**src/rtl/rtq_pkg.sv**
```systemverilog
`default_nettype none
// ----------------------------------------------------------------------------
// rtq_pkg: shared types and constants for the resistive touch qualifier
// Field widths, configuration layout, register indexes, reset values, states.
// ----------------------------------------------------------------------------
package rtq_pkg;

	localparam int unsigned RAW_W     = 13;
	localparam int unsigned PT_W      = 16;
	localparam int unsigned CFG_W     = 17;
	localparam int unsigned CFG_IDX_W = 3;

	typedef struct packed {
		logic [1:0]         orientation;
		logic signed [16:0] x_gain;
		logic signed [16:0] y_gain;
		logic signed [10:0] x_offset;
		logic signed [10:0] y_offset;
		logic [11:0]        screen_width;
		logic [11:0]        screen_height;
		logic [12:0]        agree_tolerance;
	} rtq_cfg_t;

	typedef struct packed {
		logic               agreed;
		logic signed [15:0] point_x;
		logic signed [15:0] point_y;
	} rtq_fix_t;

	typedef enum logic [1:0] {
		ST_IDLE,
		ST_LANE,
		ST_MERGE
	} rtq_state_t;

	localparam logic [CFG_IDX_W-1:0] REG_ORIENTATION = 3'd0;
	localparam logic [CFG_IDX_W-1:0] REG_X_GAIN      = 3'd1;
	localparam logic [CFG_IDX_W-1:0] REG_Y_GAIN      = 3'd2;
	localparam logic [CFG_IDX_W-1:0] REG_X_OFFSET    = 3'd3;
	localparam logic [CFG_IDX_W-1:0] REG_Y_OFFSET    = 3'd4;
	localparam logic [CFG_IDX_W-1:0] REG_SCREEN_W    = 3'd5;
	localparam logic [CFG_IDX_W-1:0] REG_SCREEN_H    = 3'd6;
	localparam logic [CFG_IDX_W-1:0] REG_AGREE_TOL   = 3'd7;

	localparam logic [1:0]         RST_ORIENTATION = 2'd1;
	localparam logic signed [16:0] RST_X_GAIN      = 17'sd5878;
	localparam logic signed [16:0] RST_Y_GAIN      = 17'sd8834;
	localparam logic signed [10:0] RST_X_OFFSET    = -11'sd21;
	localparam logic signed [10:0] RST_Y_OFFSET    = -11'sd39;
	localparam logic [11:0]        RST_SCREEN_W    = 12'd480;
	localparam logic [11:0]        RST_SCREEN_H    = 12'd320;
	localparam logic [12:0]        RST_AGREE_TOL   = 13'd50;

endpackage
`default_nettype wire

```
**src/rtl/rtq_merge.sv**
```systemverilog
`default_nettype none
// ----------------------------------------------------------------------------
// rtq_merge: round agreement and screen calibration
// Checks both axes against the tolerance, averages the rounds, applies swap,
// Q16 gain, offset and mirroring, then truncates and saturates.
// ----------------------------------------------------------------------------
module rtq_merge import rtq_pkg::*; (
	input  wire logic             clk,
	input  wire logic             arst_n,
	input  wire logic             start,
	input  wire rtq_cfg_t         cfg,
	input  wire logic [RAW_W-1:0] first_x,
	input  wire logic [RAW_W-1:0] first_y,
	input  wire logic [RAW_W-1:0] second_x,
	input  wire logic [RAW_W-1:0] second_y,
	output logic                  done,
	output rtq_fix_t              fix
);
	localparam int unsigned VW = 34;

	logic               v_s1, v_s2, v_s3, v_s4;
	logic               agree_s1, agree_s2, agree_s3;
	logic [RAW_W-1:0]   mx_s1, my_s1;
	logic signed [30:0] px_s2, py_s2;
	logic signed [VW-1:0] vx_s3, vy_s3;
	rtq_fix_t           fix_s4;

	logic [RAW_W-1:0]   dx, dy, ax, ay;
	logic [RAW_W:0]     sx, sy;
	logic               agree;
	logic signed [VW-1:0] vx, vy;
	logic signed [PT_W-1:0] qx, qy;

	function automatic logic signed [PT_W-1:0] trunc_sat(input logic signed [VW-1:0] v);
		logic signed [VW-1:0] t;
		logic signed [VW-1:0] q;
		t = v[VW-1] ? (v + VW'(65535)) : v;
		q = t >>> 16;
		if (q > 34'sd32767) begin
			return 16'sd32767;
		end else if (q < -34'sd32768) begin
			return -16'sd32768;
		end
		return q[PT_W-1:0];
	endfunction

	function automatic logic signed [VW-1:0] place(input logic signed [30:0] p,
		input logic signed [10:0] off, input logic [11:0] size, input logic mirror);
		logic signed [VW-1:0] v;
		v = {{3{p[30]}}, p} + {{7{off[10]}}, off, 16'b0};
		if (mirror) begin
			v = $signed({6'b0, size, 16'b0}) - v;
		end
		return v;
	endfunction

	always_comb begin
		dx    = (first_x > second_x) ? (first_x - second_x) : (second_x - first_x);
		dy    = (first_y > second_y) ? (first_y - second_y) : (second_y - first_y);
		agree = (dx < cfg.agree_tolerance) && (dy < cfg.agree_tolerance);
		sx    = {1'b0, first_x} + {1'b0, second_x};
		sy    = {1'b0, first_y} + {1'b0, second_y};
		ax    = sx[RAW_W:1];
		ay    = sy[RAW_W:1];
		vx    = place(px_s2, cfg.x_offset, cfg.screen_width, cfg.orientation[0]);
		vy    = place(py_s2, cfg.y_offset, cfg.screen_height, cfg.orientation[0]);
		qx    = trunc_sat(vx_s3);
		qy    = trunc_sat(vy_s3);
	end

	always_ff @(posedge clk or negedge arst_n) begin
		if (!arst_n) begin
			v_s1 <= 1'b0;
			v_s2 <= 1'b0;
			v_s3 <= 1'b0;
			v_s4 <= 1'b0;
		end else begin
			v_s1 <= start;
			v_s2 <= v_s1;
			v_s3 <= v_s2;
			v_s4 <= v_s3;
		end
	end

	always_ff @(posedge clk) begin
		if (start) begin
			agree_s1 <= agree;
			mx_s1    <= cfg.orientation[1] ? ay : ax;
			my_s1    <= cfg.orientation[1] ? ax : ay;
		end
		if (v_s1) begin
			agree_s2 <= agree_s1;
			px_s2    <= 31'(cfg.x_gain) * 31'($signed({1'b0, mx_s1}));
			py_s2    <= 31'(cfg.y_gain) * 31'($signed({1'b0, my_s1}));
		end
		if (v_s2) begin
			agree_s3 <= agree_s2;
			vx_s3    <= vx;
			vy_s3    <= vy;
		end
		if (v_s3) begin
			fix_s4.agreed  <= agree_s3;
			fix_s4.point_x <= qx;
			fix_s4.point_y <= qy;
		end
	end

	assign done = v_s4;
	assign fix  = fix_s4;

endmodule
`default_nettype wire

```
**config.mk**
```make
export PLATFORM = sky130hd
export DESIGN_NAME = rtq_merge
export DESIGN_NICKNAME = d
export VERILOG_FILES = /design/src/rtl/rtq_pkg.sv /design/src/rtl/rtq_merge.sv
export SDC_FILE = /design/constraint.sdc
export NUM_CORES = 2
export LEC_CHECK = 0
export BUFFER_PORTS_ARGS = -buffer_cell sky130_fd_sc_hd__clkbuf_2
export CAP_MARGIN = 20
export CORE_MARGIN = 5
export CORE_UTILIZATION = 50
export DETAILED_ROUTE_END_ITERATION = 10
export PLACE_DENSITY_LB_ADDON = 0.05
export SLEW_MARGIN = 20
export SYNTH_ARGS = -nofsm -noshare
export SYNTH_HDL_FRONTEND = slang
export SYNTH_SLANG_ARGS = --single-unit
```
**constraint.sdc**
```tcl
create_clock -name clk -period 16.3 [get_ports clk]
set_input_delay 3.26 -clock clk [delete_from_list [all_inputs] [get_ports clk]]
set_output_delay 3.26 -clock clk [all_outputs]
set_load 0.005 [all_outputs]
```
==> flow_metrics.env <==
export IMPL_dp_slack_ps=6634
export IMPL_slowest_stage="a221oi_1"
export IMPL_max_freq_mhz=108.7
export IMPL_place_congestion=0.9436
export IMPL_die_w_um=258.7
export IMPL_tns_ps=0
export IMPL_coreArea_um2=61480
export IMPL_dp_cells=4169
export IMPL_syn_area_per_cell_um2=9.358
export IMPL_worstMarginPinSlew_ps=870.4
export IMPL_via_per_inst=5.275
export IMPL_cts_tree="yes"
export IMPL_cp_required_ps=16500
export IMPL_area_growth_pct=6.961
export IMPL_syn_inst=3304
export IMPL_period_share_pct=56.42
export IMPL_slew_violations=0
export IMPL_synth_top_area_cell="fa_1"
export IMPL_finalNonFillerCells=4203
export IMPL_min_path_type="reg2reg"
export IMPL_worstHoldPathCells=0
export IMPL_synth_cell_type_count=76
export IMPL_syn_area_um2=30920
export IMPL_status="completed"
export IMPL_clkTransAtPathRegs_ps=70
export IMPL_fillers=5731
export IMPL_cpPeakStageDelay_ps=650
export IMPL_ys_flop_type="edfxtp_1"
export IMPL_post_cts_buffers=0
export IMPL_grt_pass1_vias=24076
export IMPL_grt_pass1_wl_mm=120.1
export IMPL_synth_fp_nets=4196
export IMPL_skew_ps=15.16
export IMPL_ff2ff_path_depth=21
export IMPL_port_buffers=183
export IMPL_endpoint_kind="register"
export IMPL_dr_pass1_iters=6
export IMPL_clock_latency_ps=450
export IMPL_arrival_ps=9400
export IMPL_synth_edff_count=190
export IMPL_remaining_drc_errors=0
export IMPL_grt_usage_pct=21.73
export IMPL_rows=91
export IMPL_slew_headroom_pct=41.97
export IMPL_rsz0062_at_grt="no"
export IMPL_finalHoldViolCount=0
export IMPL_ctsResizeCount=0
export IMPL_wl_mm=70.69
export IMPL_grt_max_degree=92
export IMPL_cts_path_max_buffers=2
export IMPL_ys_ff_latch=194
export IMPL_yosysWarnings=0
export IMPL_antenna_found_initial=2
export IMPL_dpl_hpwl_mm=59.79
export IMPL_fin_ws_ps=7104
export IMPL_ant_nets=0
export IMPL_whs_ps=453.7
export IMPL_path_common_cell="fa_1"
export IMPL_synth_area_top_cells="fa_1, edfxtp_1, ha_1, inv_1, xnor2_1"
export IMPL_ys_seq_area_share_pct=18.78
export IMPL_vias=22170
export IMPL_num_io_pins=184
export IMPL_cts_root_buf="clkbuf_16"
export IMPL_numCtsBuffers=17
export IMPL_crit_chain="clkbuf_2, and2_1, fa_1, inv_1, fa_1, inv_1, fa_1, fa_1, fa_1, inv_1, fa_1, inv_1, ha_1, nand4_1, nor4_1, nor2_1, a221oi_1, a211oi_1, o21ai_0, a21o_1, a21oi_1, xnor2_1"
export IMPL_drive_gt1_share_pct=7.329
export IMPL_synth_top_area_share_pct=28.10
export IMPL_r2r_setup_slack_ps=9360
export IMPL_crit_path_start_kind="input port"
export IMPL_async_flop_share_pct=2.062
export IMPL_htree_levels=4
export IMPL_period_needed_ps=9196
export IMPL_final_nets=4290
export IMPL_drt_first_iter_violations=1037
export IMPL_drv_cap=0
export IMPL_initial_core_util_pct=50.29
export IMPL_die_area_um2=66910
export IMPL_wl_per_cell_um=16.82
export IMPL_clock_sinks=194
export IMPL_die_y_um=258.7
export IMPL_cts_hold_buf=0
export IMPL_setup_viol_count_final=0
export IMPL_cp_max_fo=13
export IMPL_grt_ovfl_total=0
export IMPL_worstSetupPathType="in2reg"
==> cells by family (layout without fill, tap and decap cells) <==
kind of cell	count (synthesis)	count (layout)	synth area share [%]
xor gates and xnor gates	219	219	6.204
AOI/OAI and AO/OA	490	490	10.08
DFF	194	194	18.78
and+or+nand+nor	872	872	13.95
buffers and inverters	745	852	9.057
muxes	42	42	1.372
other	0	2	0
adders and majority gates	742	742	40.56
==> registers in the layout, indices dropped and copies added, names as in the netlist <==
signal,flops
agree_s3,1
agree_s1,1
my_s1,13
fix,33
agree_s2,1
done,1
py_s2,31
vy_s3,33
v_s1,1
mx_s1,13
vx_s3,33
v_s2,1
v_s3,1
px_s2,31
==> metal layers <==
metal,vias up,share of wire [%],GRT usage (%)
li1,10787,-,-
met1,10978,45,28.67
met2,338,51,39.85
met3,67,2.2,1.422
met4,0,1.5,4.250
met5,-,0,0
==> layout by cell type (no fill, tap or decap), types with 24 or more instances in the layout <==
cell      instances
nor2b_1          34
o21a_1           24
and2_1          207
clkbuf_2        183
a21o_1           48
ha_1            308
nor3_1           34
nand3_1          34
xnor2_1         166
nor2_1          106
mux2i_1          39
o21ai_0         119
xor2_1           53
fa_1            434
o21bai_1         30
edfxtp_1        190
inv_1           629
a21oi_1         141
nand2_1         341
==> cells in the mapped netlist, drive strengths merged, types with 4 or more instances <==
| cell | count |
|---|---|
| ha | 308 |
| and4 | 4 |
| o31a | 4 |
| nand2 | 341 |
| and2 | 207 |
| nor3b | 7 |
| nor3 | 35 |
| xnor2 | 166 |
| o41ai | 10 |
| nand2b | 23 |
| mux2i | 39 |
| a211oi | 14 |
| nor4 | 14 |
| nor2 | 107 |
| o21bai | 31 |
| a21o | 49 |
| o31ai | 18 |
| a31oi | 9 |
| nand3 | 34 |
| and3 | 14 |
| a21oi | 141 |
| o311ai | 5 |
| a221oi | 5 |
| nor2b | 34 |
| or3 | 13 |
| buf | 9 |
| a311oi | 6 |
| o21ai | 120 |
| o21a | 26 |
| dfrtp | 4 |
| a31o | 5 |
| edfxtp | 190 |
| a21boi | 7 |
| clkbuf | 106 |
| fa | 434 |
| xor2 | 53 |
| o211ai | 12 |
| nand4 | 23 |
| inv | 629 |
| or3b | 4 |
==> critical path, delay by kind of cell <==
| kind | cells | cell delay (ps) |
|---|---|---|
| AND/OR/NAND/NOR | 4 | 950 |
| XOR/XNOR | 1 | 120 |
| buffers and inverters | 5 | 400 |
| adder cells (fa/ha/maj) | 7 | 3330 |
| AO/OA/AOI/OAI | 5 | 1340 |
==> path summary, 6_finish.rpt <==
kind / end / from
setup reg to reg: py_s2[22] / my_s1[2]
hold reg to reg: agree_s3 / agree_s2
hold / removal: agree_s3 / agree_s2
min in group asynchronous: v_s3 / arst_n
max in group asynchronous: v_s1 / arst_n
setup / recovery: py_s2[22] / cfg[68]
==> stage by stage <==
step	util [%]	area, um^2
detailed placement	52.77	32440
finish	53.79	33070
CTS	53.77	33060
floorplan	-	30920
global route	53.79	33070
global placement	52.77	32440
==> area by class of cell <==
cell class	instances	area, um^2	area share, %
inverters	630	2365	7.151
multi-input cells	2365	22320	67.49
well taps	790	988.4	2.989
diodes	2	5.005	0.01513
clock buffers	17	425.4	1.286
flip-flops and latches	194	5808	17.56
repair buffers	190	968.4	2.928
clock inverters	15	192.7	0.5826
Power is left out: the tool's default activity adds up to more than one toggle a clock period on the data nets, which glitch-free logic cannot reach.
