`src/rtl/rtq_pkg.sv`:
```
`default_nettype none
// ----------------------------------------------------------------------------
// rtq_pkg: shared types and constants for the resistive touch qualifier
// Field widths, configuration layout, register indexes, reset values, states.
// ----------------------------------------------------------------------------
package rtq_pkg;

	localparam int unsigned RAW_W     = 13;
	localparam int unsigned PT_W      = 16;
	localparam int unsigned CFG_W     = 17;
	localparam int unsigned CFG_IDX_W = 3;

	typedef struct packed {
		logic [1:0]         orientation;
		logic signed [16:0] x_gain;
		logic signed [16:0] y_gain;
		logic signed [10:0] x_offset;
		logic signed [10:0] y_offset;
		logic [11:0]        screen_width;
		logic [11:0]        screen_height;
		logic [12:0]        agree_tolerance;
	} rtq_cfg_t;

	typedef struct packed {
		logic               agreed;
		logic signed [15:0] point_x;
		logic signed [15:0] point_y;
	} rtq_fix_t;

	typedef enum logic [1:0] {
		ST_IDLE,
		ST_LANE,
		ST_MERGE
	} rtq_state_t;

	localparam logic [CFG_IDX_W-1:0] REG_ORIENTATION = 3'd0;
	localparam logic [CFG_IDX_W-1:0] REG_X_GAIN      = 3'd1;
	localparam logic [CFG_IDX_W-1:0] REG_Y_GAIN      = 3'd2;
	localparam logic [CFG_IDX_W-1:0] REG_X_OFFSET    = 3'd3;
	localparam logic [CFG_IDX_W-1:0] REG_Y_OFFSET    = 3'd4;
	localparam logic [CFG_IDX_W-1:0] REG_SCREEN_W    = 3'd5;
	localparam logic [CFG_IDX_W-1:0] REG_SCREEN_H    = 3'd6;
	localparam logic [CFG_IDX_W-1:0] REG_AGREE_TOL   = 3'd7;

	localparam logic [1:0]         RST_ORIENTATION = 2'd1;
	localparam logic signed [16:0] RST_X_GAIN      = 17'sd5878;
	localparam logic signed [16:0] RST_Y_GAIN      = 17'sd8834;
	localparam logic signed [10:0] RST_X_OFFSET    = -11'sd21;
	localparam logic signed [10:0] RST_Y_OFFSET    = -11'sd39;
	localparam logic [11:0]        RST_SCREEN_W    = 12'd480;
	localparam logic [11:0]        RST_SCREEN_H    = 12'd320;
	localparam logic [12:0]        RST_AGREE_TOL   = 13'd50;

endpackage
`default_nettype wire

```
`src/rtl/rtq_lane.sv`:
```
`default_nettype none
// ----------------------------------------------------------------------------
// rtq_lane: one-axis sample window and trimmed mean
// Stores one round of samples, ranks one sample per cycle, sums the middle
// ranks and divides by the kept count through a reciprocal multiply.
// ----------------------------------------------------------------------------
module rtq_lane import rtq_pkg::*; #(
	parameter int unsigned N    = 5,
	parameter int unsigned DROP = 1
) (
	input  wire logic                     clk,
	input  wire logic                     arst_n,
	input  wire logic                     wr_en,
	input  wire logic [$clog2(N)-1:0]     wr_addr,
	input  wire logic [RAW_W-1:0]         wr_data,
	input  wire logic                     start,
	output logic                          done,
	output logic [RAW_W-1:0]              mean
);
	localparam int unsigned IW    = $clog2(N);
	localparam int unsigned RW    = $clog2(N + 1);
	localparam int unsigned SW    = RAW_W + $clog2(N);
	localparam int unsigned KEEP  = N - 2 * DROP;
	localparam int unsigned SHIFT = SW + 4;
	localparam int unsigned MW    = SHIFT + 1;
	localparam int unsigned PW    = SW + MW;
	localparam logic [MW-1:0] RECIP = MW'((64'd1 << SHIFT) / KEEP + 64'd1);

	logic [RAW_W-1:0] win_q [N];
	logic             busy_q;
	logic [IW-1:0]    idx_q;
	logic [SW-1:0]    acc_q;
	logic             sum_v_q;
	logic [PW-1:0]    prod_s1;
	logic             prod_v_s1;
	logic             done_q;
	logic [RAW_W-1:0] mean_q;

	logic [RAW_W-1:0] cand;
	logic [RW-1:0]    rank;
	logic             keep;
	logic             last;

	always_comb begin
		cand = win_q[idx_q];
		rank = '0;
		for (int j = 0; j < int'(N); j++) begin
			if ((win_q[IW'(j)] < cand) || ((win_q[IW'(j)] == cand) && (IW'(j) < idx_q))) begin
				rank = rank + RW'(1);
			end
		end
		keep = (rank >= RW'(DROP)) && (rank < RW'(N - DROP));
		last = (idx_q == IW'(N - 1));
	end

	always_ff @(posedge clk) begin
		if (wr_en) begin
			win_q[wr_addr] <= wr_data;
		end
	end

	always_ff @(posedge clk or negedge arst_n) begin
		if (!arst_n) begin
			busy_q    <= 1'b0;
			idx_q     <= '0;
			sum_v_q   <= 1'b0;
			prod_v_s1 <= 1'b0;
			done_q    <= 1'b0;
		end else begin
			sum_v_q   <= busy_q && last;
			prod_v_s1 <= sum_v_q;
			done_q    <= prod_v_s1;
			if (start) begin
				busy_q <= 1'b1;
				idx_q  <= '0;
			end else if (busy_q) begin
				if (last) begin
					busy_q <= 1'b0;
				end else begin
					idx_q <= idx_q + IW'(1);
				end
			end
		end
	end

	always_ff @(posedge clk) begin
		if (start) begin
			acc_q <= '0;
		end else if (busy_q) begin
			acc_q <= acc_q + (keep ? SW'(cand) : SW'(0));
		end
		if (sum_v_q) begin
			prod_s1 <= PW'(acc_q) * PW'(RECIP);
		end
		if (prod_v_s1) begin
			mean_q <= prod_s1[SHIFT +: RAW_W];
		end
	end

	assign done = done_q;
	assign mean = mean_q;

endmodule
`default_nettype wire

```
`config.mk`:
```
export PLATFORM = sky130hd
export DESIGN_NAME = rtq_lane
export DESIGN_NICKNAME = d
export VERILOG_FILES = /design/src/rtl/rtq_pkg.sv /design/src/rtl/rtq_lane.sv
export SDC_FILE = /design/constraint.sdc
export NUM_CORES = 1
export LEC_CHECK = 0
export BUFFER_PORTS_ARGS = -buffer_cell sky130_fd_sc_hd__buf_2
export CORE_ASPECT_RATIO = 1.25
export CORE_UTILIZATION = 45
export DETAILED_ROUTE_END_ITERATION = 10
export GPL_ROUTABILITY_DRIVEN = 0
export GPL_TIMING_DRIVEN = 0
export PLACE_DENSITY = 0.58
export SKIP_CTS_REPAIR_TIMING = 1
export SLEW_MARGIN = 20
export SYNTH_ARGS = -nofsm -noshare
export SYNTH_HDL_FRONTEND = slang
export SYNTH_SLANG_ARGS = --single-unit
```
`constraint.sdc`:
```
create_clock -name clk -period 15.6 [get_ports clk]
set_input_delay 0.78 -clock clk [delete_from_list [all_inputs] [get_ports clk]]
set_output_delay 0.78 -clock clk [all_outputs]
set_load 0.05 [all_outputs]
```
==> insert_results.sql <==
INSERT INTO impl_metrics (metric_group, metric, value, unit) VALUES
('floorplanning', 'die_w', '147', 'µm'),
('worst_setup_path', 'required', '15.91', 'ns'),
('sta', 'timing.clock.skew', '0.00955', 'ns'),
('worst_setup_path', 'worstSetupEndpointType', 'flop', ''),
('sta', 'finalHoldViolCount', '0', ''),
('floorplanning', 'die_height', '183', 'µm'),
('synthesis', 'synth.yosys.seq_area_share', '37.4', '%'),
('synthesis', 'synth_top_cells_by_area', 'sky130_fd_sc_hd__edfxtp_1 33%, sky130_fd_sc_hd__ha_1 20%, sky130_fd_sc_hd__fa_1 13%', ''),
('synthesis', 'mappedNetlistNets', '1243', ''),
('worst_setup_path', 'worst-endpoint-arrival', '9.23', 'ns'),
('placed_design', 'dp_cells', '1332', ''),
('cts', 'cts_tree', 'yes', ''),
('synthesis', 'synth_area_per_cell', '12.3', 'µm²'),
('sta', 'setup_viol_count_final', '0', ''),
('cts', 'cts-buffers-inserted', '17', ''),
('final_layout', 'post_layout_nonfiller_instances', '1364', ''),
('worst_setup_path', 'cp_slowest_stage_delay', '0.70', 'ns'),
('cts', 'root_buffer_selected_by_cts', 'sky130_fd_sc_hd__clkbuf_16', ''),
('final_layout', 'layout_common_cells', '191 x sky130_fd_sc_hd__ha_1, 135 x sky130_fd_sc_hd__inv_1, 130 x sky130_fd_sc_hd__edfxtp_1', ''),
('synthesis', 'syn-instance-count', '957', ''),
('hold_path', 'hold_path.class', 'in2async', ''),
('cts', 'htree_num_levels', '4', ''),
('detailed_routing', 'avgViaCountPerCell', '5.32', ''),
('synthesis', 'synthArstFlopShare', '4.58', '%'),
('global_route', 'grt_first_pass_wirelength', '41200', 'µm'),
('placed_design', 'post-dp-hpwl', '20800', 'µm'),
('floorplanning', 'placement_rows', '65', ''),
('placed_design', 'post_dp_cell_area', '12500', 'µm²'),
('detailed_routing', 'drc', '0', ''),
('sta', 'tns', '0', 'ns'),
('final_layout', 'layout_commonest_cell', 'sky130_fd_sc_hd__ha_1', ''),
('worst_setup_path', 'worstPathMaxFanout', '10', ''),
('sta', 'timing.final.crit_period', '8.92', 'ns'),
('floorplanning', 'initial_core_util', '46.2', '%'),
('synthesis', 'synth_top_area_share', '33.2', '%'),
('floorplanning', 'fp.dieArea', '26800', 'µm²'),
('worst_setup_path', 'worstSetupPathType', 'reg2reg', ''),
('detailed_routing', 'vias', '7253', ''),
('sta', 'holdWs', '0.172', 'ns'),
('detailed_routing', 'wl_per_cell', '18.4', 'µm'),
('sta', 'timing.final.crit_share', '57.2', '%'),
('cts', 'cts.sinks', '153', ''),
('synthesis', 'synth_top_area_cell', 'sky130_fd_sc_hd__edfxtp_1', ''),
('final_layout', 'antenna_cells_inserted', '0', ''),
('final_layout', 'final_cell_area', '13000', 'µm²'),
('sta', 'max_slew_margin', '34.3', '%'),
('sta', 'grt_setup_unrepaired', 'no', ''),
('detailed_routing', 'first_pass_iters', '4', ''),
('global_route', 'grt_pass1_vias', '7924', ''),
('global_route', 'pin_count_of_the_biggest_net_entering_global_routing', '17', ''),
('cts', 'clock_path_buffers', '2', ''),
('detailed_routing', 'ant_nets', '0', ''),
('final_layout', 'multi_input_area', '6830', 'µm²'),
('final_layout', 'area_delta_synth_final', '10.8', '%'),
('synthesis', 'ys.flop_type', 'sky130_fd_sc_hd__edfxtp_1', ''),
('worst_setup_path', 'worstSetupStartpointType', 'flop', ''),
('global_route', 'number_of_antenna_violations_at_the_first_check_in_global_routing', '0', ''),
('status', 'status', 'completed', ''),
('sta', 'max_freq', '112', 'MHz'),
('flow_run', 'max_cap_viol_count', '0', ''),
('floorplanning', 'placeable_area', '25500', 'µm²'),
('synthesis', 'yosysWarnings', '0', ''),
('synthesis', 'distinct_cells_synth', '65', ''),
('final_layout', 'nets', '1302', ''),
('sta', 'timing.final.max_slew_violations', '0', ''),
('floorplanning', 'num_io_pins', '34', ''),
('synthesis', 'post_synth_instance_area', '11800', 'µm²'),
('detailed_routing', 'drt_wl_total', '25000', 'µm'),
('global_route', 'grtUsageTotal', '20.3', '%'),
('placed_design', 'portBuffers', '33', ''),
('final_layout', 'fillCellCount', '2213', ''),
('detailed_routing', 'detailedRoute.firstIterationViolations', '256', ''),
('synthesis', 'ys_seq_elements', '153', ''),
('global_route', 'grt_overflow', '0', ''),
('final_layout', 'register_area', '4400', 'µm²'),
('synthesis', 'synth_edf_count', '130', ''),
('cts', 'clk_lat_worst_skew', '0.44', 'ns'),
('worst_setup_path', 'slowest_stage', 'sky130_fd_sc_hd__mux2i_1', ''),
('final_layout', 'drive_gt1_share', '12.3', '%'),
('sta', 'tightest_slew', '0.959', 'ns'),
('worst_setup_path', 'crit_path_frequent_cell', 'sky130_fd_sc_hd__ha_1', ''),
('cts', 'clkSlewWorstSetupHoldPaths', '0.06', 'ns');
layer usage:
| layer | global-route usage [%] | vias up | wire length, µm |
|---|---|---|---|
| li1 | - | 3595 | - |
| met1 | 22.5 | 3543 | 10100 |
| met2 | 38.7 | 81 | 13800 |
| met3 | 2.81 | 34 | 383 |
| met4 | 8.58 | 0 | 757 |
| met5 | 0 | - | 0 |
cells by family after synthesis:
logic type / Yosys count / share of synthesized area, %
AND/OR/NAND/NOR: 163 / 7.31
adder cells (fa/ha/maj): 266 / 33.1
multiplexers: 47 / 6.88
buffers and inverters: 149 / 4.85
XOR/XNOR: 27 / 2.01
AO/OA/AOI/OAI: 152 / 8.53
flip-flops: 153 / 37.4
area by class of cell:
type	instances	share of cell area, %
Inverter	135	3.88
Buffer	14	0.489
Tap cell	335	3.21
Timing Repair Buffer	40	1.93
Clock buffer	19	3.32
Multi-Input combinational cell	655	52.3
Sequential cell	153	33.7
Clock inverter	13	1.09
stage by stage:
stage                     util (%)  worst slack, ns
final                         51.2             6.68
after global routing          51.2             6.06
after CTS                     51.2             6.64
after detailed placement      49.0             6.69
after global placement        48.5             6.69
after floorplan                  -             8.55
Yosys cell counts, types with 6 or more instances:
master / n
sky130_fd_sc_hd__xnor2_1: 18
sky130_fd_sc_hd__a211oi_1: 6
sky130_fd_sc_hd__o21ai_0: 29
sky130_fd_sc_hd__mux2i_1: 19
sky130_fd_sc_hd__xor2_1: 9
sky130_fd_sc_hd__nor3_1: 14
sky130_fd_sc_hd__nand3_1: 10
sky130_fd_sc_hd__dfxtp_1: 16
sky130_fd_sc_hd__nand2_1: 19
sky130_fd_sc_hd__fa_1: 75
sky130_fd_sc_hd__clkbuf_1: 6
sky130_fd_sc_hd__o31ai_1: 7
sky130_fd_sc_hd__inv_1: 135
sky130_fd_sc_hd__nor2_1: 44
sky130_fd_sc_hd__o21a_1: 15
sky130_fd_sc_hd__nor2_2: 10
sky130_fd_sc_hd__a21o_1: 17
sky130_fd_sc_hd__edfxtp_1: 130
sky130_fd_sc_hd__and3_1: 10
sky130_fd_sc_hd__nand2b_1: 8
sky130_fd_sc_hd__a21oi_1: 42
sky130_fd_sc_hd__mux4_2: 27
sky130_fd_sc_hd__nor2b_1: 11
sky130_fd_sc_hd__ha_1: 191
sky130_fd_sc_hd__dfrtp_1: 7
sky130_fd_sc_hd__nand4_1: 15
sequential cells by signal, summed over array words and instances (netlist names):
signal	cells
win_q	104
busy_q	1
mean	13
idx_q	3
prod_s1	13
acc_q	16
prod_v_s1	1
done	1
sum_v_q	1
final timing paths:
kind | startpoint | endpoint | slack [ns] | cells after the start
worst min-delay path | arst_n | busy_q | 0.17 | 1
min in group clk | prod_s1[26] | mean[6] | 0.42 | 0
worst max-delay path | idx_q[1] | acc_q[15] | 6.68 | 31
worst max register to register | idx_q[1] | acc_q[15] | 6.68 | 31
max in group asynchronous | arst_n | sum_v_q | 15.26 | 1
worst min register to register | prod_s1[26] | mean[6] | 0.42 | 0
worst max-delay path, delay by kind of cell (launching register included):
| family | cells | cell delay (ns) |
|---|---|---|
| buffers and inverters | 3 | 1.47 |
| xor gates and xnor gates | 2 | 0.52 |
| adders and majority gates | 5 | 1.67 |
| muxes | 4 | 1.49 |
| and+or+nand+nor | 4 | 0.31 |
| AOI/OAI and AO/OA | 13 | 2.91 |
| DFF | 1 | 0.40 |
Power is not shown: default switching activity piles up to over one toggle a cycle in this logic, so the estimate is an artifact.
